`config.mk`:
```
export PLATFORM = sky130hd
export DESIGN_NAME = adcsss_front
export DESIGN_NICKNAME = d
export VERILOG_FILES = /design/src/design/adcsss_pkg.sv /design/src/design/adcsss_front.sv
export SDC_FILE = /design/constraint.sdc
export NUM_CORES = 2
export LEC_CHECK = 0
export BUFFER_PORTS_ARGS = -buffer_cell sky130_fd_sc_hd__clkbuf_2
export CAP_MARGIN = 15
export CORE_ASPECT_RATIO = 1.1
export CORE_MARGIN = 2
export CORE_UTILIZATION = 46
export DETAILED_ROUTE_END_ITERATION = 10
export PLACE_DENSITY = 0.63
export SYNTH_ARGS = -nofsm -noshare
export SYNTH_HDL_FRONTEND = slang
export SYNTH_SLANG_ARGS = --single-unit
```
`constraint.sdc`:
```
create_clock -name clk -period 9.6 [get_ports clk]
set_clock_uncertainty 0.1 [all_clocks]
set_input_delay 1.44 -clock clk [delete_from_list [all_inputs] [get_ports clk]]
set_output_delay 1.44 -clock clk [all_outputs]
set_load 0.05 [all_outputs]
```
`src/design/adcsss_pkg.sv`:
```
// Shared types, register codes and rounding helpers for the A/D conditioning block.
package adcsss_pkg;

    localparam int NUM_COEF = 6;
    localparam int COEF_IW  = 3;
    localparam int CFG_IW   = 4;
    localparam int ACC_W    = 56;

    localparam logic [CFG_IW-1:0] REG_GAIN  = 4'd0;
    localparam logic [CFG_IW-1:0] REG_SKEW  = 4'd1;
    localparam logic [CFG_IW-1:0] REG_COEF0 = 4'd2;

    localparam logic signed [31:0] GAIN_RESET        = 32'sd16777216;
    localparam logic signed [17:0] COEF_CENTRE_RESET = 18'sd65536;

    typedef logic signed [17:0] coef_t;

    typedef struct packed {
        logic signed [15:0] raw_sample;
        logic               end_of_record;
    } sample_t;

    typedef struct packed {
        logic signed [31:0] conditioned_value;
        logic               was_smoothed;
        logic               last_result;
    } result_t;

    typedef struct packed {
        logic signed [31:0]          gain;
        logic [15:0]                 skew_factor;
        coef_t [NUM_COEF-1:0]        coef;
    } cfg_t;

    // Clamp a 41-bit shifted value to signed 32 bits.
    function automatic logic signed [31:0] sat41(input logic signed [40:0] s);
        logic signed [31:0] r;
        if (s > 41'sd2147483647)
        begin
            r = 32'sh7FFF_FFFF;
        end
        else if (s < -41'sd2147483648)
        begin
            r = 32'sh8000_0000;
        end
        else
        begin
            r = s[31:0];
        end
        return r;
    endfunction

    // Q8.24 gain product down to Q16.16, round half up.
    function automatic logic signed [31:0] round_sat_gain(input logic signed [63:0] p);
        logic signed [64:0] t;
        logic signed [40:0] s;
        t = $signed({p[63], p}) + 65'sd8388608;
        s = t[64:24];
        return sat41(s);
    endfunction

    // Smoothing sum (Q2.16 taps) down to Q16.16, round half up.
    function automatic logic signed [31:0] round_sat_fir(input logic signed [ACC_W-1:0] a);
        logic signed [ACC_W:0] t;
        logic signed [40:0]    s;
        t = $signed({a[ACC_W-1], a}) + (ACC_W+1)'(32768);
        s = t[56:16];
        return sat41(s);
    endfunction

endpackage

```
`src/design/adcsss_front.sv`:
```
// Front pipeline: zero-code repair, skew mix, gain multiply, rounding to Q16.16.
module adcsss_front (
    input  logic               clk,
    input  logic               rst_n,
    input  logic               start,
    input  logic signed [15:0] raw_sample,
    input  logic               first,
    input  logic signed [15:0] prev_raw,
    input  logic [15:0]        skew,
    input  logic signed [31:0] gain,
    output logic               done,
    output logic signed [15:0] raw_fix,
    output logic signed [31:0] value
);

    logic               v1_reg;
    logic               v2_reg;
    logic               v3_reg;
    logic signed [15:0] raw_fix_reg;
    logic signed [16:0] diff_reg;
    logic signed [31:0] mix_reg;
    logic signed [63:0] prod_reg;

    logic signed [15:0] prev_sel;
    logic signed [15:0] raw_sel;
    logic signed [16:0] diff_next;
    logic signed [33:0] base;
    logic signed [33:0] skew_prod;
    logic signed [33:0] mix_full;

    // A zero code after the first sample repeats the previous code.
    assign prev_sel  = first ? raw_sample : prev_raw;
    assign raw_sel   = (!first && raw_sample == 16'sd0) ? prev_raw : raw_sample;
    assign diff_next = $signed({prev_sel[15], prev_sel}) - $signed({raw_sel[15], raw_sel});

    // mix = 65536*r + skew*(prev - r); the weights sum to 65536 so it fits 32 bits.
    assign base      = {{2{raw_fix_reg[15]}}, raw_fix_reg, 16'h0000};
    assign skew_prod = $signed({1'b0, skew}) * diff_reg;
    assign mix_full  = base + skew_prod;

    always_ff @(posedge clk or negedge rst_n)
    begin
        if (!rst_n)
        begin
            v1_reg <= 1'b0;
            v2_reg <= 1'b0;
            v3_reg <= 1'b0;
        end
        else
        begin
            v1_reg <= start;
            v2_reg <= v1_reg;
            v3_reg <= v2_reg;
        end
    end

    always_ff @(posedge clk)
    begin
        if (start)
        begin
            raw_fix_reg <= raw_sel;
            diff_reg    <= diff_next;
        end
        if (v1_reg)
        begin
            mix_reg <= mix_full[31:0];
        end
        if (v2_reg)
        begin
            prod_reg <= mix_reg * gain;
        end
    end

    assign done    = v3_reg;
    assign raw_fix = raw_fix_reg;
    assign value   = adcsss_pkg::round_sat_gain(prod_reg);

endmodule

```
---- Word level (Yosys, flattened, before mapping) ----
Index checks and enable logic that the tools add are counted.
storage, ports and cells
  output and inout port bits .............. 49
  flip-flop bits (word level) ............. 132
  input bits .............................. 84
operators by class
  order comparisons ....................... 2
  muxes and demuxes ....................... 4
  reductions and logical operators ........ 3
  multipliers ............................. 2
  add/sub/neg operators ................... 3
operator list
  kind                                                  number
  adder 64 x 25 -> 65 bit, second input constant        1
  multiplier 32 x 32 -> 64 bit                          1
  two-way mux 32 bit                                    2
  > comparator 41 x 32 -> 1 bit, second input constant  1
  < comparator 41 x 32 -> 1 bit, second input constant  1
  adder 32 bit                                          1
  multiplier 17 x 17 -> 32 bit                          1
  two-way mux 16 bit                                    2
  subtractor 16 x 16 -> 17 bit                          1
  logical NOT 16 bit                                    1
  logical AND 1 bit                                     1
  logical NOT 1 bit                                     1

---- Longest topological paths before layout ----
  depth after elaboration ................. 4
  gate-level depth with buffers ........... 27
  depth with buffers taken out ............ 26

---- Least setup slack after synthesis ----
Ideal clock, no wire load.
  path kind ............................... input to register
  start ................................... input port gain[2]
  end ..................................... register prod_reg[57], data pin
  arrival time ............................ 8558 ps
  slack ................................... 747 ps
  setup time .............................. 195 ps
  stages .................................. 23
  path through ............................ clkbuf_1 > nand2_1 > inv_1 > fa_1 > fa_1 > fa_1 > fa_1 > inv_1 > fa_1 > inv_1 > fa_1 > fa_1 > fa_1 > ha_1 > clkbuf_1 > a21oi_1 > o21ai_0 > a21o_1 > a21oi_1 > o21ai_0 > a21oi_2 > o21a_1 > o311ai_0
on the way
  longest elaborated chain between the ends .. 1
ends and longest elaborated chain
  item                          RTL line            RTL
  start: declaration            adcsss_front.sv:10  input logic signed [31:0] gain,
  multiplier 32 x 32 -> 64 bit  adcsss_front.sv:70  prod_reg <= mix_reg * gain;
  end signal: assignment        adcsss_front.sv:70
  end: declaration              adcsss_front.sv:22  logic signed [63:0] prod_reg;
No other way between the ends.
A chain may end at the register's enable or synchronous reset.

---- Worst setup path in the final report ----
  start ................................... input port gain[8]
  end ..................................... register prod_reg[62], data pin
Same word-level chain as after synthesis.

==> impl_metrics.json <==
{
  "status": "finished clean",
  "synth_area_leader_cell": "fa_1",
  "setup-violations-final": 0,
  "hold_ws_ps": 289,
  "cts-resized-gates": 0,
  "end_kind": "flip-flop",
  "grt_max_degree": 43,
  "yosysSeqAreaShare_pct": 6.51,
  "cp-start-kind": "primary input",
  "drive_above_1_share_pct": 6.42,
  "syn_inst": 5180,
  "worst_slack_ps": 529,
  "rsz0062_at_grt": "no",
  "antenna_cells": 0,
  "fmax_mhz": 110,
  "cts_made_buffers": 9,
  "grt_overflow_total": 0,
  "dr.pass1.iters": 7,
  "drc": 0,
  "grt_antenna_before_repair": 1,
  "multi_input_comb_area_mm2": 0.0411,
  "worst_pin_slew_ps": 1220,
  "num_rows": 126,
  "start_util_pct": 46.5,
  "postSynth.asyncResetShare_pct": 2.75,
  "hpwl_um": 107000,
  "cts_setup_buffers": 0,
  "syn_area_per_cell_um2": 9.67,
  "coreArea_mm2": 0.108,
  "relSlewSlack_pct": 18.5,
  "cts_tree": "built",
  "crit_type": "primary input to flip-flop",
  "htree_levels": 3,
  "timing.final.crit_period_ps": 9070,
  "slew_viol_final": 0,
  "dr_total_vias": 34116,
  "fillers": 10182,
  "routed_via_density": 5.16,
  "synth_top_area_share_pct": 52.2,
  "crit_fanout": 16,
  "routedWlPerCell_um": 19.2,
  "ys_ff_latch": 109,
  "gp_congestion": 0.893,
  "min_period_over_period_pct": 94.5,
  "grt_pass1_vias": 38801,
  "synth-edff-count": 106,
  "synth.top_cells.by_area": "fa_1 52%, inv_1 9.5%, and2_1 8.1%",
  "ys.warnings.count": 0,
  "clock_path_buffers": 2,
  "fp.dieW_um": 319,
  "syn2layout_area_growth_pct": 5.34,
  "syn_area_mm2": 0.0501,
  "fin_nets": 6908,
  "hold_path_class": "flip-flop to flip-flop",
  "finish.utilization_pct": 49.0,
  "ios": 133,
  "die_h_um": 350,
  "die_area_mm2": 0.112,
  "holdBufCountCts": 0,
  "syn_nets": 6893,
  "cts.sinks": 109,
  "crit_required_ps": 9670,
  "drtAntennaViolNets": 0,
  "synth.distinct_cells": 76,
  "yosys_most_used_dff": "edfxtp_1",
  "hold_violations": 0,
  "drt_iter0_drc": 1573,
  "pre_cts_ws_ps": 158,
  "critPathArrivalTime_ps": 9140,
  "clockRootBuffer": "clkbuf_16",
  "clkTransAtPathRegs_ps": 90,
  "largest_reg_flops": 41,
  "setup_tns_ps": 0,
  "clock_latency_ps": 440,
  "drt-total-wl_um": 127000,
  "grt_pass1_wl_um": 211000,
  "grt_usage_pct": 24.5,
  "portBuffers": 132,
  "maxCapViolations": 0,
  "seq_area_mm2": 0.00326
}
==> metrics by stage <==
stage | cells | cell area [um2]
finish | 6608 | 52800
global placement | 6590 | 52400
CTS | 6607 | 52700
global route | 6608 | 52800
floorplan | 5180 | 50100
detailed placement | 6591 | 52400
==> placed cells by master (no fill, tap or decap), drive strengths merged, types with 9 or more instances in the layout <==
master | netlist | final
edfxtp | 106 | 106
nor2 | 73 | 73
buf | 8 | 110
o21a | 9 | 9
inv | 1266 | 1270
o21ai | 67 | 67
xnor2 | 88 | 88
clkbuf | 230 | 141
fa | 1306 | 1306
nand2b | 24 | 24
mux2 | 15 | 15
ha | 323 | 323
a21oi | 71 | 71
nand2 | 657 | 657
a21o | 36 | 36
nor2b | 12 | 12
nand3 | 40 | 40
and2 | 647 | 647
and3 | 17 | 17
xor2 | 40 | 40
nor3 | 13 | 13
nand4 | 21 | 21
==> worst paths after layout <==
check / start / slack (ps) / endpoint / cells past startpoint
worst min register to register: v1_reg$_DFF_PN0_ / 290 / v2_reg$_DFF_PN0_ / 0
worst max register to register: mix_reg[16]$_DFFE_PP_ / 920 / prod_reg[62]$_DFFE_PP_ / 24
min in group asynchronous: rst_n / 690 / done$_DFF_PN0_ / 1
max in group asynchronous: rst_n / 8590 / v2_reg$_DFF_PN0_ / 1
worst max-delay path: gain[8] / 530 / prod_reg[62]$_DFFE_PP_ / 25
worst min-delay path: v1_reg$_DFF_PN0_ / 290 / v2_reg$_DFF_PN0_ / 0
==> synthesized netlist by cell type (all sizes together), types with 7 or more instances <==
master / instances
a21o: 36
nor2b: 12
nand2: 657
nor4: 8
a21oi: 71
xor2: 40
ha: 323
buf: 8
and2: 647
edfxtp: 106
nor3: 13
and3: 17
nand3: 40
nand4: 21
mux2: 15
inv: 1266
o21a: 9
xnor2: 88
o21bai: 7
a31oi: 8
clkbuf: 230
nand2b: 24
a211oi: 7
o21ai: 67
fa: 1306
nor2: 73
==> area by class of cell <==
cell class	count	share of cell area (%)
clock buffers	9	0.427
clock inverters	7	0.145
inverters	1266	9.01
multi-input cells	3567	78.0
flip-flops and latches	109	6.18
well taps	1408	3.34
repair buffers	242	2.90
==> layer usage <==
metal  global-route usage (%)  wire length, um  vias up
li1                         -                -    15070
met2                     45.0            66700      834
met3                     2.32             5010      230
met5                        0                0        -
met4                     10.0             5830        0
met1                     29.4            49600    17982
==> critical path, cell delays in order <==
cell       delay (ps)
clkbuf_2          310
buf_4             290
and2_1            180
fa_1              530
fa_1              560
inv_1              60
fa_1              500
fa_1              510
inv_1              60
fa_1              560
fa_1              440
fa_1              510
inv_1              50
fa_1              500
inv_1              50
ha_1              320
a21o_1            210
a21oi_2           230
nand3_1           110
a221oi_1          560
a2bb2oi_1         400
nand3b_4          160
a211oi_2          330
o31ai_1           130
xor2_1            150
==> cells by family (layout without fill, tap and decap cells) <==
logic type,after synthesis,in the layout,synth area share [%]
adders and majority gates,1629,1629,60.3
muxes,19,19,0.417
DFF,109,109,6.51
buffers and inverters,1504,1524,11.3
xor gates and xnor gates,128,128,2.24
and+or+nand+nor,1539,1539,15.7
AOI/OAI and AO/OA,252,252,3.52
Power is left out: the tool's default activity adds up to more than one toggle a clock period on the data nets, which glitch-free logic cannot reach.
