## config.mk

```make
export PLATFORM = sky130hd
export DESIGN_NAME = adcsss_regs
export DESIGN_NICKNAME = d
export VERILOG_FILES = /design/src/design/adcsss_pkg.sv /design/src/design/adcsss_regs.sv
export SDC_FILE = /design/constraint.sdc
export NUM_CORES = 1
export LEC_CHECK = 0
export ABC_AREA = 0
export BUFFER_PORTS_ARGS = -buffer_cell sky130_fd_sc_hd__buf_4
export CORE_ASPECT_RATIO = 0.5
export CORE_MARGIN = 4
export CORE_UTILIZATION = 45
export CTS_CLUSTER_SIZE = 30
export DETAILED_ROUTE_END_ITERATION = 16
export GPL_TIMING_DRIVEN = 0
export MAX_ROUTING_LAYER = met4
export PLACE_DENSITY = 0.75
export SYNTH_ARGS = -nofsm -noshare
export SYNTH_HDL_FRONTEND = slang
export SYNTH_SLANG_ARGS = --single-unit
export TNS_END_PERCENT = 5
```

## constraint.sdc

```tcl
create_clock -name clk -period 0.85 [get_ports clk]
set_clock_uncertainty 0.2 [all_clocks]
set_input_delay 0.085 -clock clk [delete_from_list [all_inputs] [get_ports clk]]
set_output_delay 0.085 -clock clk [all_outputs]
set_load 0.05 [all_outputs]
```

## src/design/adcsss_pkg.sv

```systemverilog
// Shared types, register codes and rounding helpers for the A/D conditioning block.
package adcsss_pkg;

    localparam int NUM_COEF = 6;
    localparam int COEF_IW  = 3;
    localparam int CFG_IW   = 4;
    localparam int ACC_W    = 56;

    localparam logic [CFG_IW-1:0] REG_GAIN  = 4'd0;
    localparam logic [CFG_IW-1:0] REG_SKEW  = 4'd1;
    localparam logic [CFG_IW-1:0] REG_COEF0 = 4'd2;

    localparam logic signed [31:0] GAIN_RESET        = 32'sd16777216;
    localparam logic signed [17:0] COEF_CENTRE_RESET = 18'sd65536;

    typedef logic signed [17:0] coef_t;

    typedef struct packed {
        logic signed [15:0] raw_sample;
        logic               end_of_record;
    } sample_t;

    typedef struct packed {
        logic signed [31:0] conditioned_value;
        logic               was_smoothed;
        logic               last_result;
    } result_t;

    typedef struct packed {
        logic signed [31:0]          gain;
        logic [15:0]                 skew_factor;
        coef_t [NUM_COEF-1:0]        coef;
    } cfg_t;

    // Clamp a 41-bit shifted value to signed 32 bits.
    function automatic logic signed [31:0] sat41(input logic signed [40:0] s);
        logic signed [31:0] r;
        if (s > 41'sd2147483647)
        begin
            r = 32'sh7FFF_FFFF;
        end
        else if (s < -41'sd2147483648)
        begin
            r = 32'sh8000_0000;
        end
        else
        begin
            r = s[31:0];
        end
        return r;
    endfunction

    // Q8.24 gain product down to Q16.16, round half up.
    function automatic logic signed [31:0] round_sat_gain(input logic signed [63:0] p);
        logic signed [64:0] t;
        logic signed [40:0] s;
        t = $signed({p[63], p}) + 65'sd8388608;
        s = t[64:24];
        return sat41(s);
    endfunction

    // Smoothing sum (Q2.16 taps) down to Q16.16, round half up.
    function automatic logic signed [31:0] round_sat_fir(input logic signed [ACC_W-1:0] a);
        logic signed [ACC_W:0] t;
        logic signed [40:0]    s;
        t = $signed({a[ACC_W-1], a}) + (ACC_W+1)'(32768);
        s = t[56:16];
        return sat41(s);
    endfunction

endpackage

```

## src/design/adcsss_regs.sv

```systemverilog
// Configuration register file: gain, skew fraction and smoothing coefficients.
module adcsss_regs (
    input  logic                           clk,
    input  logic                           rst_n,
    input  logic                           wr_en,
    input  logic [adcsss_pkg::CFG_IW-1:0]  index,
    input  logic [31:0]                    data,
    output adcsss_pkg::cfg_t               cfg
);

    localparam int CIW = adcsss_pkg::COEF_IW;

    adcsss_pkg::cfg_t              cfg_reg;
    adcsss_pkg::cfg_t              cfg_next;
    logic [adcsss_pkg::CFG_IW-1:0] coef_off;
    logic [CIW-1:0]                coef_idx;

    assign coef_off = index - adcsss_pkg::REG_COEF0;
    assign coef_idx = coef_off[CIW-1:0];

    always_comb
    begin
        cfg_next = cfg_reg;
        if (wr_en)
        begin
            priority if (index == adcsss_pkg::REG_GAIN)
            begin
                cfg_next.gain = data;
            end
            else if (index == adcsss_pkg::REG_SKEW)
            begin
                cfg_next.skew_factor = data[15:0];
            end
            else if (index >= adcsss_pkg::REG_COEF0 &&
                     coef_off < adcsss_pkg::CFG_IW'(adcsss_pkg::NUM_COEF))
            begin
                cfg_next.coef[coef_idx] = data[17:0];
            end
            else
            begin
                // index beyond the list: drop the write
                cfg_next = cfg_reg;
            end
        end
    end

    always_ff @(posedge clk or negedge rst_n)
    begin
        if (!rst_n)
        begin
            cfg_reg.gain        <= adcsss_pkg::GAIN_RESET;
            cfg_reg.skew_factor <= '0;
            cfg_reg.coef        <= {{(adcsss_pkg::NUM_COEF - 1){18'd0}},
                                    adcsss_pkg::COEF_CENTRE_RESET};
        end
        else
        begin
            cfg_reg <= cfg_next;
        end
    end

    assign cfg = cfg_reg;

endmodule

```

# --- Yosys cells after proc, flatten, opt, wreduce, memory -nomap -nowiden ---
# Index checks and enable logic that the tools add are counted.
totals:
  inputBits: 39
  ff_bits: 156
classes:
  bitwise_logic: 2
  muxes: 3
  order_cmp: 4
  n_reduce_logical: 6
  add_sub_neg: 1
  eq_ne: 1
ops:
  columns: ["operator", "count"]
  rows:
  - ["108-bit bitwise mux", 1]
  - ["18-bit demux with 3-bit select", 1]
  - ["18-bit 2-to-1 mux", 1]
  - ["4-bit by 1-bit == test with 1-bit output, second input constant", 1]
  - ["4-bit by 2-bit greater-or-equal comparator with 1-bit output, second input constant", 1]
  - ["4-bit logical NOT", 1]
  - ["3-bit by 4-bit less-than comparator with 1-bit output, second input constant", 1]
  - ["4-bit by 3-bit less-than comparator with 1-bit output, second input constant", 1]
  - ["4-bit AND reduction", 1]
  - ["4-bit by 2-bit subtractor with 4-bit output, second input constant", 1]
  - ["3-bit by 1-bit greater-or-equal comparator with 1-bit output, second input constant", 1]
  - ["3-bit AND reduction", 1]
  - ["1-bit logical AND", 2]
  - ["1-bit inverter", 2]
  - ["2-bit AND reduction", 1]

# --- Logic depth before layout (Yosys ltp) ---
logic_depth:
  depth_word: 6
  ltp_mapped: 7

# --- Worst setup path after synthesis ---
# No wires, ideal clock.
synth_timing:
  path_type: "input port to flip-flop"
  start: "input index[1] in the netlist's numbering"
  end: "register cfg_reg (netlist bit cfg[43])"
  setup_ps: 125
  arrival_time_ps: 1606
  path_buffers: 1
  required_time_ps: 525
  cell_stages: 7
  setup_slack_ps: -1081
  cell_sequence: "inv_1 > ha_1 > o21bai_1 > a2111oi_4 > nand2_2 > clkbuf_8 > mux2_2"
synth_between:
  elab_chain_cells: 6
  word_cells_on_any_way: 15
synth_lines:
  columns: ["item", "line", "rtl"]
  rows:
  - ["from (decl)", "adcsss_regs.sv:6", "input logic [adcsss_pkg::CFG_IW-1:0] index,"]
  - ["4-bit by 2-bit subtractor with 4-bit output", "adcsss_regs.sv:18", "assign coef_off = index - adcsss_pkg::REG_COEF0;"]
  - ["3-bit by 4-bit less-than comparator with 1-bit output (not written as such) / 3-bit by 1-bit greater-or-equal comparator with 1-bit output (equally long branches)", "adcsss_regs.sv:37", "cfg_next.coef[coef_idx] = data[17:0];"]
  - ["1-bit logical AND (not written as such)", "adcsss_regs.sv:37", null]
  - ["18-bit 2-to-1 mux (not written as such)", "adcsss_regs.sv:37", null]
  - ["18-bit demux with 3-bit select", "adcsss_regs.sv:37", null]
  - ["108-bit bitwise mux", "adcsss_regs.sv:37", null]
  - ["to (signal assigned)", "adcsss_regs.sv:58", "cfg_reg <= cfg_next;"]
  - ["to (decl)", "adcsss_regs.sv:13", "adcsss_pkg::cfg_t cfg_reg;"]
# Several ways; a longest one is shown, not always the timed one.
# A chain may end at the register's enable or synchronous reset.

# --- Worst setup path after layout ---
layout_timing:
  start: "input index[2] in the netlist's numbering"
  end: "register cfg_reg (netlist bit cfg[10])"
# The elaborated chain is that of the path after synthesis.

==> metrics.md <==
| Metric | Value |
|---|---|
| Status | complete, but fails checks |
| Failing checks | hold timing, setup timing |
| Crit path DAT | 1.67 ns |
| Synth cell types | 23 |
| GRT Total Usage | 20.9% |
| Worst hold slack | -0.553 ns |
| Num CTS Buffers | 17 |
| Vias | 3864 |
| DRT Wirelength | 15400 um |
| CP required | 0.94 ns |
| Vias per cell | 5.01 |
| Post-DP Area | 7680 um^2 |
| GP Congestion | 0.732 |
| Fin nets | 632 |
| Max FFs per register | 156 |
| Final max-slew violation count | 0 |
| Residual DRC count | 0 |
| Antenna viol nets, final | 0 |
| Die Y | 89.3 um |
| Vias in the first global route | 4160 |
| CTS clk-pin slew, worst paths | 0.07 ns |
| Antenna diodes | 0 |
| Final core utilization | 73.0% |
| Root Driver | clkbuf_16 |
| R2R Path End | cfg[46] |
| Tmin final | 1.58 ns |
| Post-synth EDFFs | 0 |
| DIE WIDTH | 171 um |
| Crit-path max FO | 10 |
| Leakage | 4.46 nW |
| Area Growth Syn to Fin | 57.1% |
| Number of DRC markers in iteration 0 | 167 |
| First-pass GRT wire length | 23300 um |
| Largest cells by area after synthesis | dfrtp_1 (65%), mux2_2 (29%), dfstp_2 (0.88%), ha_1 (0.84%), nand4_2 (0.63%) |
| Final Cycle Share | 186% |
| Area share of the largest cell type after synthesis | 64.7% |
| Peak supply drop | 1.92 mV |
| Syn_nets | 391 |
| Critical Path Sink Type | flip-flop |
| RSZ-0062 raised after global routing | yes |
| IO buf count | 193 |
| Ys async rst share | 100% |
| R2R setup slack | -0.15 ns |
| Post-Route Setup TNS | -159.95 ns |
| Proportion of layout cells with a drive suffix above 1 | 72.5% |
| Sink Count | 156 |
| Highest clock rate | 0.633 GHz |
| Post-Synthesis Cells | 348 |
| CP startpoint kind | input pin |
| Synth cell count leaders | mux2_2 (155), dfrtp_1 (154), buf_2 (6) |
| Cells on worst reg2reg path | 1 |
| Initial antenna violation count | 0 |
| # rows | 29 |
| Syn Std Cell Area | 5950 um^2 |
| Worst skew pair latency | 0.39 ns |
| Avg Cell Area, Syn | 17.1 um^2 |
| Yosys warnings | 0 |
| Critical path type | input pin to flip-flop |
| Max-Cap Viols | 0 |
| Final total power | 31.8 mW |
| Slew headroom | 60.8% |
| Worst Hold Class | input pin to async pin |
| Seq/Total Area, Yosys | 65.6% |
| HPWL after DPL | 10000 um |
| Yosys top cell by area | dfrtp_1 |
| Worst Max-Slew Pin Slew | 0.588 ns |
| H-Tree Level Count | 4 |
| TritonCTS clock tree | done |
| DR WL/cell | 19.9 um |
| PD cells | 3400 nW/um^2 |
| CTS max path bufs | 2 |
| Count leader, synth | mux2_2 |
| Initial Util | 46.5% |
| Ys flop type | dfrtp_1 |
| Worst Slack Setup Final | -0.730 ns |
| Final setup violation count | 312 |
| Die area | 15200 um^2 |
| GRT Residual Overflow | 0 |
| Synth Register Bits | 156 |
| Largest net degree at the start of global routing | 82 |
| Hold Fails Final Rpt | 312 |
| Total core area | 12800 um^2 |
| Detailed-router iteration count before antenna repair | 4 |
| Reg-to-Reg Start | cfg[46] |
| Design area | 9350 um^2 |
| Io pins | 195 |
routing by layer:
layer | GRT usage, % | up-vias | share of wire [%]
li1 | - | 1740 | -
met1 | 27.4 | 2028 | 43
met2 | 34.3 | 92 | 52
met3 | 3.98 | 4 | 4.6
met4 | 4.93 | 0 | 0.42
met5 | - | - | 0
critical path, stage by stage:
cell	delay, ns
buf_12	0.10
inv_12	0.03
ha_4	0.15
o21bai_4	0.17
a2111oi_4	0.31
buf_6	0.17
buf_4	0.14
nand2_8	0.06
buf_12	0.16
mux2_4	0.29
cell type report:
| type | count | area [um^2] |
|---|---|---|
| multi-input cells | 177 | 2060 |
| inverters | 3 | 28.8 |
| repair buffers | 222 | 2420 |
| clock buffers | 18 | 439 |
| plain buffers | 12 | 148 |
| flip-flops and latches | 156 | 3910 |
| fillers | 820 | 3460 |
| well taps | 170 | 213 |
| clock inverters | 13 | 133 |
cells in the final DEF (no fill, tap or decap), drive strengths merged:
cell	n
a2111oi	1
and2b	1
and4b	1
buf	228
bufinv	1
clkbuf	24
clkinv	2
clkinvlp	4
dfrtp	154
dfstp	2
ha	4
inv	9
mux2	156
nand2	4
nand4	4
nor2	1
o21a	1
o21ai	2
o21bai	1
or2	1
logic make-up after synthesis:
group	count (synthesis)	synth area share (%)
AO/OA/AOI/OAI	5	0.946
adder cells (fa/ha/maj)	4	0.841
buffers and inverters	15	1.49
flip-flops	156	65.6
multiplexers	156	29.5
AND/OR/NAND/NOR	12	1.60
repair_timing:
| action | 4_1_cts | 5_1_grt |
|---|---|---|
| cloned | 2 | 1 |
| pin swaps | 6 | 2 |
| resized for setup | 199 | 5 |
| endpoints found under the hold margin | 231 | 231 |
| endpoints found under the setup margin | 312 | 393 |
| setup buffers | 20 | 5 |
per-stage QoR:
step	std cells	setup slack [ns]
2_1_floorplan	348	-1.00
3_3_place_gp	711	-1.52
3_5_place_dp	712	-1.54
4_1_cts	765	-0.708
5_1_grt	771	-0.772
6_report	771	-0.730
worst max path at each step:
| stage | slack, ns | from | to |
|---|---|---|---|
| 4_1_cts | -0.71 | index[2] | cfg[44] |
| 3_5_place_dp | -1.54 | index[2] | cfg[102] |
| 2_1_floorplan | -1.00 | index[2] | cfg[10] |
| 3_3_place_gp | -1.52 | index[2] | cfg[103] |
| 6_report | -0.73 | index[2] | cfg[10] |
| 5_1_grt | -0.77 | index[2] | cfg[10] |
where the power goes:
group,internal (mW),switching (mW)
clock,4.17,3.17
combinational,5.19,8.56
sequential,9.32,1.36
total,18.7,13.1
Power figures use the tool's default switching activity.
