### config.mk
export PLATFORM = sky130hd
export DESIGN_NAME = adcsss_ram
export DESIGN_NICKNAME = d
export VERILOG_FILES = /design/src/design/adcsss_ram.sv
export SDC_FILE = /design/constraint.sdc
export NUM_CORES = 1
export LEC_CHECK = 0
export BUFFER_PORTS_ARGS = -buffer_cell sky130_fd_sc_hd__buf_4
export CORE_AREA = 2 2 161 242
export CTS_BUF_LIST = sky130_fd_sc_hd__clkbuf_8
export DETAILED_ROUTE_END_ITERATION = 8
export DIE_AREA = 0 0 163 244
export PLACE_DENSITY = 0.65
export SETUP_SLACK_MARGIN = 0.05
export SKIP_LAST_GASP = 1
export SYNTH_ARGS = -nofsm -noshare
export SYNTH_HDL_FRONTEND = slang
export SYNTH_SLANG_ARGS = --single-unit
### constraint.sdc
create_clock -name clk -period 9.35 [get_ports clk]
set_input_delay 2.805 -clock clk [delete_from_list [all_inputs] [get_ports clk]]
set_output_delay 2.805 -clock clk [all_outputs]
set_load 0.02 [all_outputs]
### src/design/adcsss_ram.sv
// Generic single-write, single-read synchronous RAM with registered read data.
module adcsss_ram #(
    parameter int WIDTH = 32,
    parameter int DEPTH = 13
) (
    input  logic                     clk,
    input  logic                     wr_en,
    input  logic [$clog2(DEPTH)-1:0] wr_addr,
    input  logic [WIDTH-1:0]         wr_data,
    input  logic                     rd_en,
    input  logic [$clog2(DEPTH)-1:0] rd_addr,
    output logic [WIDTH-1:0]         rd_data
);

    logic [WIDTH-1:0] mem [DEPTH];

    always_ff @(posedge clk)
    begin
        if (wr_en)
        begin
            mem[wr_addr] <= wr_data;
        end
        if (rd_en)
        begin
            rd_data <= mem[rd_addr];
        end
    end

endmodule

# --- After elaboration in Yosys (flattened, before gate mapping) ---
# Memory sizes are Yosys's and may differ from the RTL's. A register that Yosys moved wholly into a read port is not among the register bits.
# Cells that the tools add are included.
op_classes:
  muxes: 2
ops:
  columns: ["op", "count"]
  rows:
  - ["$mux W1", 2]
totals:
  word_cells: 3
  reg_bits: 0
  n_memories: 1
  ramBits: 416
memory_table:
  columns: ["memory", "words", "word_bits", "read_ports", "rd_clocked_by_memory_dff", "wr", "line", "text"]
  rows:
  - ["mem", 13, 32, 1, 1, 1, "15", "logic [WIDTH-1:0] mem [DEPTH];"]

# --- Logic depth before layout (Yosys ltp) ---
# Gate-level depths: netlist of run 1.
logic_depth:
  ltp_word: 2
  depth_mapped: 6

# --- Least setup slack after synthesis of run 1 ---
# OpenSTA, ideal clock, no wires.
synth_timing:
  path_type: "input port to flip-flop"
  start: "input wr_addr[2]"
  end: "memory mem[0][0], enable pin"
  required_ns: 8.889
  path_stages: 2
  arrival_ns: 5.523
  path_slack_ns: 3.365
  cell_sequence: "or3b_2 nor3_1"
synth_rtl:
  columns: ["element", "line", "text"]
  rows:
  - ["from (decl)", "8", "input logic [$clog2(DEPTH)-1:0] wr_addr,"]
  - ["to (decl)", "15", null]
# No word-level cell before the write port.

==> results of run 1 <==
critical path, cell delays in order:
cell and delay, ns:
sky130_fd_sc_hd__buf_4 0.50, sky130_fd_sc_hd__buf_4 0.70, sky130_fd_sc_hd__mux4_1 0.63, sky130_fd_sc_hd__mux2i_1 0.26
sky130_fd_sc_hd__a21oi_1 0.11
cells by family after synthesis:
logic type / synth area share [%]
compound gates: 2.141
buf+inv: 1.532
flops: 79.95
mux: 15.64
simple gates: 0.7360
final timing paths:
path / startpoint / end / slack [ns] / depth (start not counted)
hold reg to reg: mem[12][6] / rd_data[6] / 0.62 / 2
setup / recovery: rd_addr[0] / rd_data[17] / 4.64 / 5
setup reg to reg: mem[5][17] / rd_data[17] / 7.85 / 3
hold / removal: mem[12][6] / rd_data[6] / 0.62 / 2
where the power goes:
group          internal [W]  switching [W]  total (W)  leakage [nW]
combinational     0.0000863       0.000122   0.000208          1.54
sequential          0.00226      0.0000131    0.00228          4.07
clock              0.000612       0.000679    0.00129         0.627
sequential cells by signal (all words and copies together), names as in the netlist:
name	count
rd_data	32
mem	416
per-stage QoR:
step | instance area (µm²) | hold slack (ns) | setup slack [ns] | util, %
after floorplan | 16830 | 0.5901 | 3.365 | -
after global placement | 17940 | 0.6070 | 3.922 | 47.78
after detailed placement | 17940 | 0.6137 | 3.929 | 47.78
after CTS | 18990 | 0.6258 | 4.607 | 50.56
after global routing | 18990 | 0.6658 | 4.510 | 50.56
final | 18990 | 0.6244 | 4.643 | 50.56
synth_stat cells (all sizes together):
library cell,count
edfxtp,448
mux4,96
a21oi,32
buf,32
mux2i,32
o22ai,32
nor2,9
clkbuf,4
nand2b,4
nor3,4
nand3b,2
or2,2
nand2,1
nand3,1
or3b,1
layer usage:
| metal | vias to the layer above | part of all wire, % | track usage [%] |
|---|---|---|---|
| met4 | 2 | 1.6 | 5.284 |
| met2 | 174 | 53 | 30.28 |
| met3 | 34 | 4.3 | 2.748 |
| met1 | 4047 | 41 | 22.01 |
| met5 | - | 0.048 | 0 |
| li1 | 3267 | - | - |
area by class of cell:
cell class / instances / area share (%)
Sequential cell: 448 / 70.84
Multi-Input combinational cell: 216 / 16.87
Clock buffer: 62 / 4.494
Timing Repair Buffer: 90 / 3.558
Tap cell: 489 / 3.222
Clock inverter: 47 / 0.9949
Antenna cell: 1 / 0.01318
==> results.yml, run 1 <==
clocking:
  ctsLongestPathBuffers: 3
  sink_count_of_the_clock_tree: 448
  cts.htree.levels: 2
  cts-buffers-inserted: 60
  cts.root.buffer_cell: "sky130_fd_sc_hd__clkbuf_8"
  clock_slew_at_reported_path_ffs_ns: 0.06
  tritoncts_clock_tree: "yes"
  clock_latency_on_the_worst_skew_pair_ns: 0.61
  post_cts_hold_buffer_count: 0
  postCtsSetupRepairBufs: 0
  cts.repair.resized: 0
cells_and_area:
  multiInputGateArea_um2: 3204
  drive_above_1_share_pct: 26.77
  post_layout_nonfiller_instances: 1353
  register_area_um2: 13450
  most-common-layout-cells: "448 x sky130_fd_sc_hd__edfxtp_1, 90 x sky130_fd_sc_hd__buf_4, 62 x sky130_fd_sc_hd__clkbuf_8, 56 x sky130_fd_sc_hd__mux4_2, 40 x sky130_fd_sc_hd__mux4_1"
  fillers: 2944
  design.final.nets: 859
  synthesis_to_finish_area_growth_pct: 12.85
  layout_commonest_cell: "sky130_fd_sc_hd__edfxtp_1"
timing:
  finalCritPeriodShare_pct: 50.35
  hold_violations: 0
  min_period_ns: 4.707
  slew-limit-headroom_pct: 24.08
  final_slew_violations: 0
  setup_violations: 0
  maxClockFrequency_mhz: 212.4
  timing_worst_slew_pin_value_ns: 1.139
  setup_tns_ns: 0
  clock-skew-final_ns: 0.01264
  grt_setup_unrepaired: "false"
global_route:
  via_count_of_the_first_global_routing_pass: 8068
  number_of_antenna_violations_at_the_first_check_in_global_routing: 2
  global_route.overflow_total: 0
  first_pass_grt_wire_length_um: 50080
  grt_max_degree: 50
  gr-usage-all-layers_pct: 17.22
logic_synthesis:
  post_synth_num_cell_types: 19
  post_synthesis_sequential_area_ratio_pct: 79.95
  cell_taking_the_most_area_after_synthesis: "sky130_fd_sc_hd__edfxtp_1"
  number_of_warnings_printed_during_yosys_synthesis: 0
  syn_nets: 743
  synth.cell_area_um2: 16830
  avgSynthCellArea_um2: 24.04
  cells_taking_the_most_area_after_synthesis: "sky130_fd_sc_hd__edfxtp_1 80%, sky130_fd_sc_hd__mux4_2 7.5%, sky130_fd_sc_hd__mux4_1 6.2%, sky130_fd_sc_hd__mux2i_1 1.9%, sky130_fd_sc_hd__o22ai_1 1.2%"
  yosysTopAreaCellShare_pct: 79.95
  number_of_register_bits_inferred_by_synthesis: 448
  post_synth_inst_count: 700
pwr:
  power.leakage_nw: 6.227
  vdd_ir_drop_max_mv: 0.08438
  report.power.total_w: 0.003776
  pwr_density_cell_nw_per_um2: 198.8
drt:
  avgRoutedWirePerCell_um: 24.63
  drt_iter0_markers: 471
  detail-route-antenna-nets: 0
  drt_wl_total_um: 33320
  routed-via-count: 7524
  post-route-drc-count: 0
  firstDrtPassIters: 4
  avgViaCountPerCell: 5.561
worst_setup_path:
  crit_path_start_kind: "input port"
  path_max_fanout: 38
  worst_ep_required_time_ns: 9.69
  critPathArrivalTime_ns: 5.05
  end_kind: "register"
  setup.worst_path.class: "input port to register"
run:
  max_cap_viol_count: 0
status:
  run_status: "finished clean"
floorplan:
  fp.dieH_um: 244
  die_area_um2: 39770
  num_rows: 87
  dieWidth_um: 163
  floorplan.initialDensity_pct: 44.81
  floorplan.io_pins: 75
  coreArea_um2: 37550
placed_design:
  place.port_buffers: 74
  gp_congestion: 0.6806
  dp_hpwl_um: 16490
  dp_cells: 1243
min_path:
  class_of_the_tightest_hold_or_removal_check: "register to register"
No activity file was read; power rests on OpenSTA's default activity.
==> run 2, diff against run 1 <==
==> constraint.sdc (replaced) <==
create_clock -name clk -period 4.4 [get_ports clk]
set_input_delay 1.32 -clock clk [delete_from_list [all_inputs] [get_ports clk]]
set_output_delay 1.32 -clock clk [all_outputs]
set_load 0.02 [all_outputs]
==> results.yml, run 2 (same netlist as run 1, synthesis figures left out) <==
timing:
  clock-skew-final_ns: 0.02887
  finalCritPeriodShare_pct: 58.95
  final_slew_violations: 0
  hold_violations: 0
  slew-limit-headroom_pct: 57.09
  setup_violations: 0
  grt_setup_unrepaired: "false"
  min_period_ns: 2.594
  maxClockFrequency_mhz: 385.5
  setup_tns_ns: 0
  whs_ns: 0.6267
  timing_worst_slew_pin_value_ns: 0.6421
pwr:
  vdd_ir_drop_max_mv: 0.1915
  power.leakage_nw: 6.269
  pwr_density_cell_nw_per_um2: 422.3
placed_design:
  dp_cells: 1254
  gp_congestion: 0.7124
  dp_hpwl_um: 18680
  place.port_buffers: 74
cells_and_area:
  register_area_um2: 13450
  registers.top_by_ff_count: "mem"
  multiInputGateArea_um2: 3211
  layout_commonest_cell: "sky130_fd_sc_hd__edfxtp_1"
  drive_above_1_share_pct: 27.96
  design.final.nets: 869
  most-common-layout-cells: "448 x sky130_fd_sc_hd__edfxtp_1, 97 x sky130_fd_sc_hd__buf_4, 60 x sky130_fd_sc_hd__clkbuf_8, 56 x sky130_fd_sc_hd__mux4_2, 40 x sky130_fd_sc_hd__mux4_1"
  largest_registers: "mem x416, rd_data x32"
  synthesis_to_finish_area_growth_pct: 13.65
  post_layout_nonfiller_instances: 1359
  largest_reg_flops: 416
  fillers: 2921
floorplan:
  num_rows: 87
  die_area_um2: 39770
  fp.dieH_um: 244
  floorplan.io_pins: 75
  dieWidth_um: 163
  floorplan.initialDensity_pct: 44.81
  coreArea_um2: 37550
status:
  run_status: "finished clean"
worst_setup_path:
  critPathArrivalTime_ns: 2.94
  critical_path.slowest_cell: "sky130_fd_sc_hd__mux4_1"
  max_stage_delay_ns: 0.59
  worst_ep_required_time_ns: 4.75
  end_kind: "register"
  path_max_fanout: 28
  setup.worst_path.class: "input port to register"
  crit_path_start_kind: "input port"
  critical_path.cell_chain: "buf_4, buf_12, mux4_1, o22ai_1, a21oi_1"
  worst-r2r-cell-count: 3
global_route:
  gr-usage-all-layers_pct: 17.34
  number_of_antenna_violations_at_the_first_check_in_global_routing: 1
  global_route.overflow_total: 0
  first_pass_grt_wire_length_um: 50310
  via_count_of_the_first_global_routing_pass: 8141
  grt_max_degree: 33
drt:
  firstDrtPassIters: 5
  drt_wl_total_um: 33570
  routed-via-count: 7504
  post-route-drc-count: 0
  avgRoutedWirePerCell_um: 24.70
  avgViaCountPerCell: 5.522
  drt_iter0_markers: 644
  detail-route-antenna-nets: 0
clocking:
  postCtsSetupRepairBufs: 0
  cts.htree.levels: 2
  tritoncts_clock_tree: "yes"
  sink_count_of_the_clock_tree: 448
  cts-buffers-inserted: 59
  clock_latency_on_the_worst_skew_pair_ns: 0.63
  ctsLongestPathBuffers: 3
  cts.repair.resized: 0
  clock_slew_at_reported_path_ffs_ns: 0.06
  post_cts_hold_buffer_count: 0
  cts.root.buffer_cell: "sky130_fd_sc_hd__clkbuf_8"
min_path:
  hold_path_depth: 2
  class_of_the_tightest_hold_or_removal_check: "register to register"
run:
  max_cap_viol_count: 0
## run 2: worst paths after layout
kind                from           to  slack, ns
min          mem[12][26]  rd_data[26]       0.63
min reg2reg  mem[12][26]  rd_data[26]       0.63
max reg2reg    mem[9][5]   rd_data[5]       2.86
max           rd_addr[0]  rd_data[17]       1.81
## run 2: through the flow
step | power (W) | instance area, µm² | util (%) | setup slack, ns
finish | 0.008076 | 19120 | 50.92 | 1.806
global route | 0.008354 | 19120 | 50.92 | 1.692
CTS | 0.008163 | 19120 | 50.92 | 1.758
detailed placement | 0.005395 | 18080 | 48.15 | 1.118
global placement | 0.005381 | 18080 | 48.15 | 1.156
floorplan | 0.005183 | 16830 | - | 0.2007
## run 2: power by group
group	leakage, nW	total, W	switching (W)	internal (W)
Clock	0.595	0.00278	0.00146	0.00132
Sequential	4.07	0.00484	0.0000277	0.00481
Combinational	1.61	0.000454	0.000262	0.000192
## run 2: layout make-up
| class | instances | share of cell area, % |
|---|---|---|
| Clock buffer | 60 | 4.318 |
| Timing Repair Buffer | 101 | 4.226 |
| Tap cell | 489 | 3.199 |
| Antenna cell | 1 | 0.01308 |
| Multi-Input combinational cell | 216 | 16.79 |
| Clock inverter | 44 | 1.112 |
| Sequential cell | 448 | 70.34 |
## run 2: worst max-delay path: cells and delay by family
kind | cells | cell delay (ns)
compound gates | 2 | 0.29
buf+inv | 2 | 0.70
mux | 1 | 0.59
## run 2: layer usage
layer | vias to the layer above | routed length, µm | share of wire (%) | GRT usage (%)
met2 | 195 | 18030 | 54 | 30.72
met1 | 3957 | 13210 | 39 | 21.47
li1 | 3294 | - | - | -
met3 | 58 | 1462 | 4.4 | 2.748
met4 | 0 | 865 | 2.6 | 6.325
met5 | - | 0 | 0 | 0
