### src/design/adcsss_pkg.sv
// Shared types, register codes and rounding helpers for the A/D conditioning block.
package adcsss_pkg;

    localparam int NUM_COEF = 6;
    localparam int COEF_IW  = 3;
    localparam int CFG_IW   = 4;
    localparam int ACC_W    = 56;

    localparam logic [CFG_IW-1:0] REG_GAIN  = 4'd0;
    localparam logic [CFG_IW-1:0] REG_SKEW  = 4'd1;
    localparam logic [CFG_IW-1:0] REG_COEF0 = 4'd2;

    localparam logic signed [31:0] GAIN_RESET        = 32'sd16777216;
    localparam logic signed [17:0] COEF_CENTRE_RESET = 18'sd65536;

    typedef logic signed [17:0] coef_t;

    typedef struct packed {
        logic signed [15:0] raw_sample;
        logic               end_of_record;
    } sample_t;

    typedef struct packed {
        logic signed [31:0] conditioned_value;
        logic               was_smoothed;
        logic               last_result;
    } result_t;

    typedef struct packed {
        logic signed [31:0]          gain;
        logic [15:0]                 skew_factor;
        coef_t [NUM_COEF-1:0]        coef;
    } cfg_t;

    // Clamp a 41-bit shifted value to signed 32 bits.
    function automatic logic signed [31:0] sat41(input logic signed [40:0] s);
        logic signed [31:0] r;
        if (s > 41'sd2147483647)
        begin
            r = 32'sh7FFF_FFFF;
        end
        else if (s < -41'sd2147483648)
        begin
            r = 32'sh8000_0000;
        end
        else
        begin
            r = s[31:0];
        end
        return r;
    endfunction

    // Q8.24 gain product down to Q16.16, round half up.
    function automatic logic signed [31:0] round_sat_gain(input logic signed [63:0] p);
        logic signed [64:0] t;
        logic signed [40:0] s;
        t = $signed({p[63], p}) + 65'sd8388608;
        s = t[64:24];
        return sat41(s);
    endfunction

    // Smoothing sum (Q2.16 taps) down to Q16.16, round half up.
    function automatic logic signed [31:0] round_sat_fir(input logic signed [ACC_W-1:0] a);
        logic signed [ACC_W:0] t;
        logic signed [40:0]    s;
        t = $signed({a[ACC_W-1], a}) + (ACC_W+1)'(32768);
        s = t[56:16];
        return sat41(s);
    endfunction

endpackage

### src/design/adcsss_mac.sv
// Shared multiply-accumulate for the symmetric smoother: pre-add, multiply, accumulate.
module adcsss_mac (
    input  logic                clk,
    input  logic                rst_n,
    input  logic                clear,
    input  logic                in_valid,
    input  logic                center,
    input  logic signed [31:0]  a,
    input  logic signed [31:0]  b,
    input  adcsss_pkg::coef_t   coef,
    output logic                busy,
    output logic signed [31:0]  value
);

    localparam int AW = adcsss_pkg::ACC_W;

    logic                 v1_reg;
    logic                 v2_reg;
    logic signed [32:0]   pair_reg;
    adcsss_pkg::coef_t    coef_reg;
    logic signed [50:0]   prod_reg;
    logic signed [AW-1:0] acc_reg;

    logic signed [32:0]   pair_next;

    // The centre tap has no mirror partner.
    assign pair_next = center ? $signed({a[31], a})
                              : $signed({a[31], a}) + $signed({b[31], b});

    always_ff @(posedge clk or negedge rst_n)
    begin
        if (!rst_n)
        begin
            v1_reg <= 1'b0;
            v2_reg <= 1'b0;
        end
        else
        begin
            v1_reg <= in_valid;
            v2_reg <= v1_reg;
        end
    end

    always_ff @(posedge clk)
    begin
        if (in_valid)
        begin
            pair_reg <= pair_next;
            coef_reg <= coef;
        end
        if (v1_reg)
        begin
            prod_reg <= pair_reg * coef_reg;
        end
        if (clear)
        begin
            acc_reg <= '0;
        end
        else if (v2_reg)
        begin
            acc_reg <= acc_reg + AW'(prod_reg);
        end
    end

    assign busy  = v1_reg | v2_reg;
    assign value = adcsss_pkg::round_sat_fir(acc_reg);

endmodule

### config.mk
export PLATFORM = sky130hd
export DESIGN_NAME = adcsss_mac
export DESIGN_NICKNAME = d
export VERILOG_FILES = /design/src/design/adcsss_pkg.sv /design/src/design/adcsss_mac.sv
export SDC_FILE = /design/constraint.sdc
export NUM_CORES = 2
export LEC_CHECK = 0
export BUFFER_PORTS_ARGS = -buffer_cell sky130_fd_sc_hd__buf_2
export CORE_UTILIZATION = 70
export DETAILED_ROUTE_END_ITERATION = 7
export PLACE_DENSITY = 0.89
export SETUP_SLACK_MARGIN = 0.15
export SLEW_MARGIN = 20
export SYNTH_ARGS = -nofsm -noshare
export SYNTH_HDL_FRONTEND = slang
export SYNTH_SLANG_ARGS = --single-unit
### constraint.sdc
create_clock -name clk -period 15.5 [get_ports clk]
set_input_delay 0.775 -clock clk [delete_from_list [all_inputs] [get_ports clk]]
set_output_delay 0.775 -clock clk [all_outputs]
set_load 0.05 [all_outputs]
* Word level (Yosys, flattened, before mapping)
Index checks and enable logic that the tools add are counted.
** Word-level totals
- Register bits :: 160
- Latch bits :: 0
- Bits in writable memories :: 0
- Bits in read-only memories :: 0
- Bits of input ports :: 87
- Output and inout port bits :: 33
- Word-level logic and storage cells :: 16
- Memories kept :: 0
** Operators by class
- Add/sub/neg operators :: 3
- Multipliers :: 1
- Divide/modulo/power cells :: 0
- Magnitude comparators :: 2
- Equality and inequality tests :: 0
- Shift operators :: 0
- Muxes and demuxes :: 3
- Bitwise operators :: 1
- Reductions and logical operators :: 0
** Operators by type and width (count)
- $mux W32 :: 2
- $add A56 B17 Y57 const B :: 1
- $add A56 B51 Y56 :: 1
- $mul A33 B18 Y51 :: 1
- $gt A41 B32 Y1 const B :: 1
- $lt A41 B32 Y1 const B :: 1
- $add A32 B32 Y33 :: 1
- $mux W33 :: 1
- $or A1 B1 Y1 :: 1

* Depth between registers and ports, before layout
- Depth after elaboration :: 4
- Gate-level depth with buffers :: 26
- Mapped depth without buffers :: 24

* Worst setup path before layout
Ideal clock, no wire load.
- Kind :: register to register
- From :: register coef_reg[17]
- To :: register prod_reg[49] (data pin)
- Setup time :: 0.258 ns
- Data arrival time :: 6.239 ns
- Data required time :: 15.242 ns
- Path slack :: 9.003 ns
- Stages on the path, launching flop included :: 23
- Buffers on the path :: 1
- Clock period less this slack :: 6.497 ns
- Path through :: edfxtp_1 > inv_2 > buf_1 > nor2_1 > fa_1 > fa_1 > fa_1 > fa_1 > fa_1 > inv_1 > fa_1 > inv_1 > ha_1 > nand2_1 > o21ai_0 > o21bai_1 > o211a_1 > a21oi_2 > a21oi_1 > o311a_1 > o31ai_1 > a21oi_1 > xnor2_1
** Between the ends
- Longest elaborated chain between the ends :: 1
** RTL lines
- from (decl) :: line adcsss_mac.sv:20 : adcsss_pkg::coef_t coef_reg;
- from (signal assigned) :: line adcsss_mac.sv:49 : coef_reg <= coef;
- $mul A33 B18 Y51 :: line adcsss_mac.sv:53 : prod_reg <= pair_reg * coef_reg;
- to (signal assigned) :: line adcsss_mac.sv:53
- to (decl) :: line adcsss_mac.sv:21 : logic signed [50:0] prod_reg;
Every way passes these cells.
A chain may end at the register's enable or synchronous reset.

* Final worst setup path
- From :: register coef_reg[6]
- To :: register prod_reg[43] (data pin)
The elaborated chain is that of the path after synthesis.

==> flow_summary.rst <==
.. list-table::
   :header-rows: 1

   * - Metric
     - Value
   * - Share of async-settable or async-resettable flops after synthesis
     - 0.01250
   * - Horizontal die dimension
     - 214.5 µm
   * - Crit Path Class
     - register to register
   * - Post-Route Skew
     - 0.01393 ns
   * - Synthesized-area fraction occupied by and/or/nand/nor cells
     - 0.1590
   * - Fin Setup TNS
     - 0 ns
   * - Post-Syn Area per Cell
     - 8.993 µm²
   * - Footprint of the multi-input gates
     - 24110 µm²
   * - Count of instances resized after the clock tree is built
     - 0
   * - Clock tree from TritonCTS
     - done
   * - Library cell with the largest summed area after synthesis
     - sky130_fd_sc_hd__fa_1
   * - Initial Utilization
     - 0.7115
   * - Post-CTS repair timing setup buffer count
     - 0
   * - Number of sinks on the clock net
     - 160
   * - Half-perimeter wire length of the detailed placement result
     - 58090 µm
   * - Warnings, synthesis
     - 0
   * - First-pass GRT wire length
     - 124800 µm
   * - Core Rows
     - 77
   * - Diode count
     - 0
   * - Most congested layer reported by global routing
     - met2
   * - Top cells by instance count after synthesis
     - sky130_fd_sc_hd__inv_1, sky130_fd_sc_hd__fa_1, sky130_fd_sc_hd__nand2_1
   * - Max_slew headroom
     - 0.2383
   * - Proportion of synthesized chip area in sequential cells
     - 0.1340
   * - Via total after detailed routing
     - 24496
   * - Post-cts hold buffer count
     - 0
   * - Required time reported for the critical path endpoint
     - 15.73 ns
   * - Area added between synthesis and finish
     - 4.541%
   * - Total standard cell area after synthesis
     - 31600 µm²
   * - Global-route total usage across every layer
     - 0.3389
   * - Final hold violation count
     - 0
   * - Synthesized flop and latch total
     - 160
   * - Met2 Track Usage GR
     - 0.5398
   * - Unrepaired setup endpoints after global routing
     - false
   * - Worst endpoint data arrival time
     - 7.62 ns
   * - Worst-path fanout max
     - 33
   * - Fraction of final layout cells sized beyond drive strength 1
     - 0.06920
   * - Register-to-Register Path Depth
     - 23
   * - First-pass detailed-route iteration total
     - 8
   * - Fraction of post-synthesis cell area in the top cell type by area
     - 0.3617
   * - Final routed DRC violation total
     - 1
   * - Num ports
     - 120
   * - Fmax
     - 0.1354 GHz
   * - Outcome
     - finished with violations
   * - Final Max Slew Viols
     - 0
   * - Port Buf Inserts
     - 119
   * - Core Area
     - 44410 µm²
   * - Maximum count of clock buffers along a single path
     - 2
   * - Synth Net Count
     - 4383
   * - Ys flop type
     - sky130_fd_sc_hd__edfxtp_1
   * - Sum of routed wire length over all layers
     - 74940 µm
   * - Startpoint types
     - register
   * - Endpoint type of the worst setup path
     - register
   * - Class of the tightest hold or removal check
     - input port to async pin
   * - Global routing usage on met3
     - 0.1065
   * - Flip-flop count of the largest register, all copies and words added
     - 56
   * - Die Height
     - 214.5 µm
   * - Global-route track usage on met1
     - 0.4495
   * - Final-stage net count
     - 4382
   * - Clock-pin slew of the registers on the worst-case setup and hold paths
     - 0.07 ns
   * - Main combinational cell family by area after synthesis
     - adder cells
   * - Actual slew at the worst max-slew pin
     - 1.143 ns
   * - Worst-skew pair later-pin latency
     - 0.48 ns
   * - Post-route minimum period
     - 7.387 ns
   * - Global route total overflow
     - 0
   * - Die Outline Area
     - 46000 µm²
   * - Violations in the final reports
     - DRC
   * - EDFF count, synth
     - 102
   * - Ratio of routed vias to standard cells
     - 5.949
   * - Final estimated routing congestion in global placement
     - 0.9179
   * - XOR/XNOR share of the synthesized area
     - 0.03880
   * - Filler cell count
     - 2936
   * - Flip-flop and latch area
     - 4237 µm²
   * - Total clock buffers created by CTS
     - 17
   * - Number of DRC violations after detailed-routing iteration 0
     - 2458
   * - Number of instances in the synthesized netlist
     - 3514
   * - # Max-Cap Violations
     - 0
   * - Root Buffer
     - sky130_fd_sc_hd__clkbuf_16
   * - Number of antenna violations at the first check in global routing
     - 2
   * - Share of the clock period used by the worst path
     - 0.4766
   * - Maximum level of the CTS H-tree
     - 4
   * - Maximum number of pins on one net before global-route repair
     - 67
   * - Mux cell area share after synthesis
     - 0.01152
   * - Compound-cell area share of the yosys netlist
     - 0.1084
   * - Drt wl/cell
     - 18.20 µm
   * - Remaining antenna violation count
     - 0
   * - Top-count cell post-synth
     - sky130_fd_sc_hd__inv_1
   * - Unique masters post-synth
     - 90
   * - Final setup violation count
     - 0
   * - Number of global-route vias before repair
     - 25553
   * - Cells taking the most area after synthesis
     - sky130_fd_sc_hd__fa_1, sky130_fd_sc_hd__edfxtp_1, sky130_fd_sc_hd__ha_1
   * - Post-synthesis adder-cell area fraction
     - 0.4453
==> cell families after synthesis <==
family	count (synthesis)
flops	160
fa+ha+maj	782
buf+inv	851
compound gates	499
xor+xnor	140
mux	36
simple gates	1046
==> through the flow <==
step | hold slack (ns) | area [µm²] | std cells | util | setup slack [ns]
floorplan | 0.4447 | 31600 | 3514 | - | 9.003
global placement | 0.4556 | 32400 | 4082 | 0.7296 | 8.257
detailed placement | 0.4582 | 32400 | 4082 | 0.7296 | 8.104
CTS | 0.05544 | 32950 | 4114 | 0.7419 | 8.073
global route | 0.05544 | 33040 | 4118 | 0.7438 | 7.800
finish | 0.06763 | 33040 | 4118 | 0.7438 | 8.113
==> per-layer routing <==
layer,routed length (µm),vias up
met1,29520,11806
li1,-,11005
met3,9203,272
met4,2146,0
met2,34070,1413
met5,0,-
==> layout by cell type, fill, tap and decap left out, drive strengths merged, types with 26 or more instances in the layout <==
| master | n |
|---|---|
| xor2 | 57 |
| o21ai | 122 |
| dfxtp | 56 |
| nand4 | 40 |
| ha | 211 |
| nor3 | 26 |
| nor2 | 147 |
| fa | 571 |
| xnor2 | 83 |
| and2 | 230 |
| mux2i | 33 |
| edfxtp | 102 |
| a21o | 74 |
| nand3 | 32 |
| a21oi | 128 |
| o21a | 32 |
| inv | 696 |
| nand2 | 470 |
| buf | 139 |
==> layout make-up <==
cell class	count	area share
multi-input cells	2503	0.7299
flip-flops and latches	160	0.1282
inverters	692	0.07863
repair buffers	139	0.02424
well taps	592	0.02242
clock buffers	19	0.01341
clock inverters	13	0.003144
==> path summary, 6_finish.rpt <==
| check | startpoint | endpoint | slack [ns] |
|---|---|---|---|
| hold / removal | rst_n | v2_reg | 0.07 |
| min in group clk | coef[1] | coef_reg[1] | 0.47 |
| hold reg to reg | acc_reg[14] | acc_reg[14] | 0.49 |
| setup / recovery | coef_reg[6] | prod_reg[43] | 8.11 |
| max in group asynchronous | rst_n | v1_reg | 15.32 |
| setup reg to reg | coef_reg[6] | prod_reg[43] | 8.11 |
==> critical path, cell delays in order, from the launching register on <==
cell                       delay (ns)
sky130_fd_sc_hd__edfxtp_1        1.10
sky130_fd_sc_hd__nand2_1         0.19
sky130_fd_sc_hd__fa_1            0.58
sky130_fd_sc_hd__inv_1           0.05
sky130_fd_sc_hd__fa_1            0.48
sky130_fd_sc_hd__inv_1           0.05
sky130_fd_sc_hd__fa_1            0.50
sky130_fd_sc_hd__inv_1           0.06
sky130_fd_sc_hd__fa_1            0.53
sky130_fd_sc_hd__fa_1            0.51
sky130_fd_sc_hd__inv_1           0.05
sky130_fd_sc_hd__fa_1            0.48
sky130_fd_sc_hd__inv_1           0.05
sky130_fd_sc_hd__ha_1            0.36
sky130_fd_sc_hd__and2_1          0.22
sky130_fd_sc_hd__a221o_1         0.32
sky130_fd_sc_hd__a21oi_1         0.14
sky130_fd_sc_hd__o21ai_0         0.12
sky130_fd_sc_hd__or3_1           0.31
sky130_fd_sc_hd__a21oi_1         0.26
sky130_fd_sc_hd__o21bai_1        0.18
sky130_fd_sc_hd__a41o_1          0.26
sky130_fd_sc_hd__a21oi_1         0.19
sky130_fd_sc_hd__xnor2_1         0.08
Power is not shown: default switching activity piles up to over one toggle a cycle in this logic, so the estimate is an artifact.
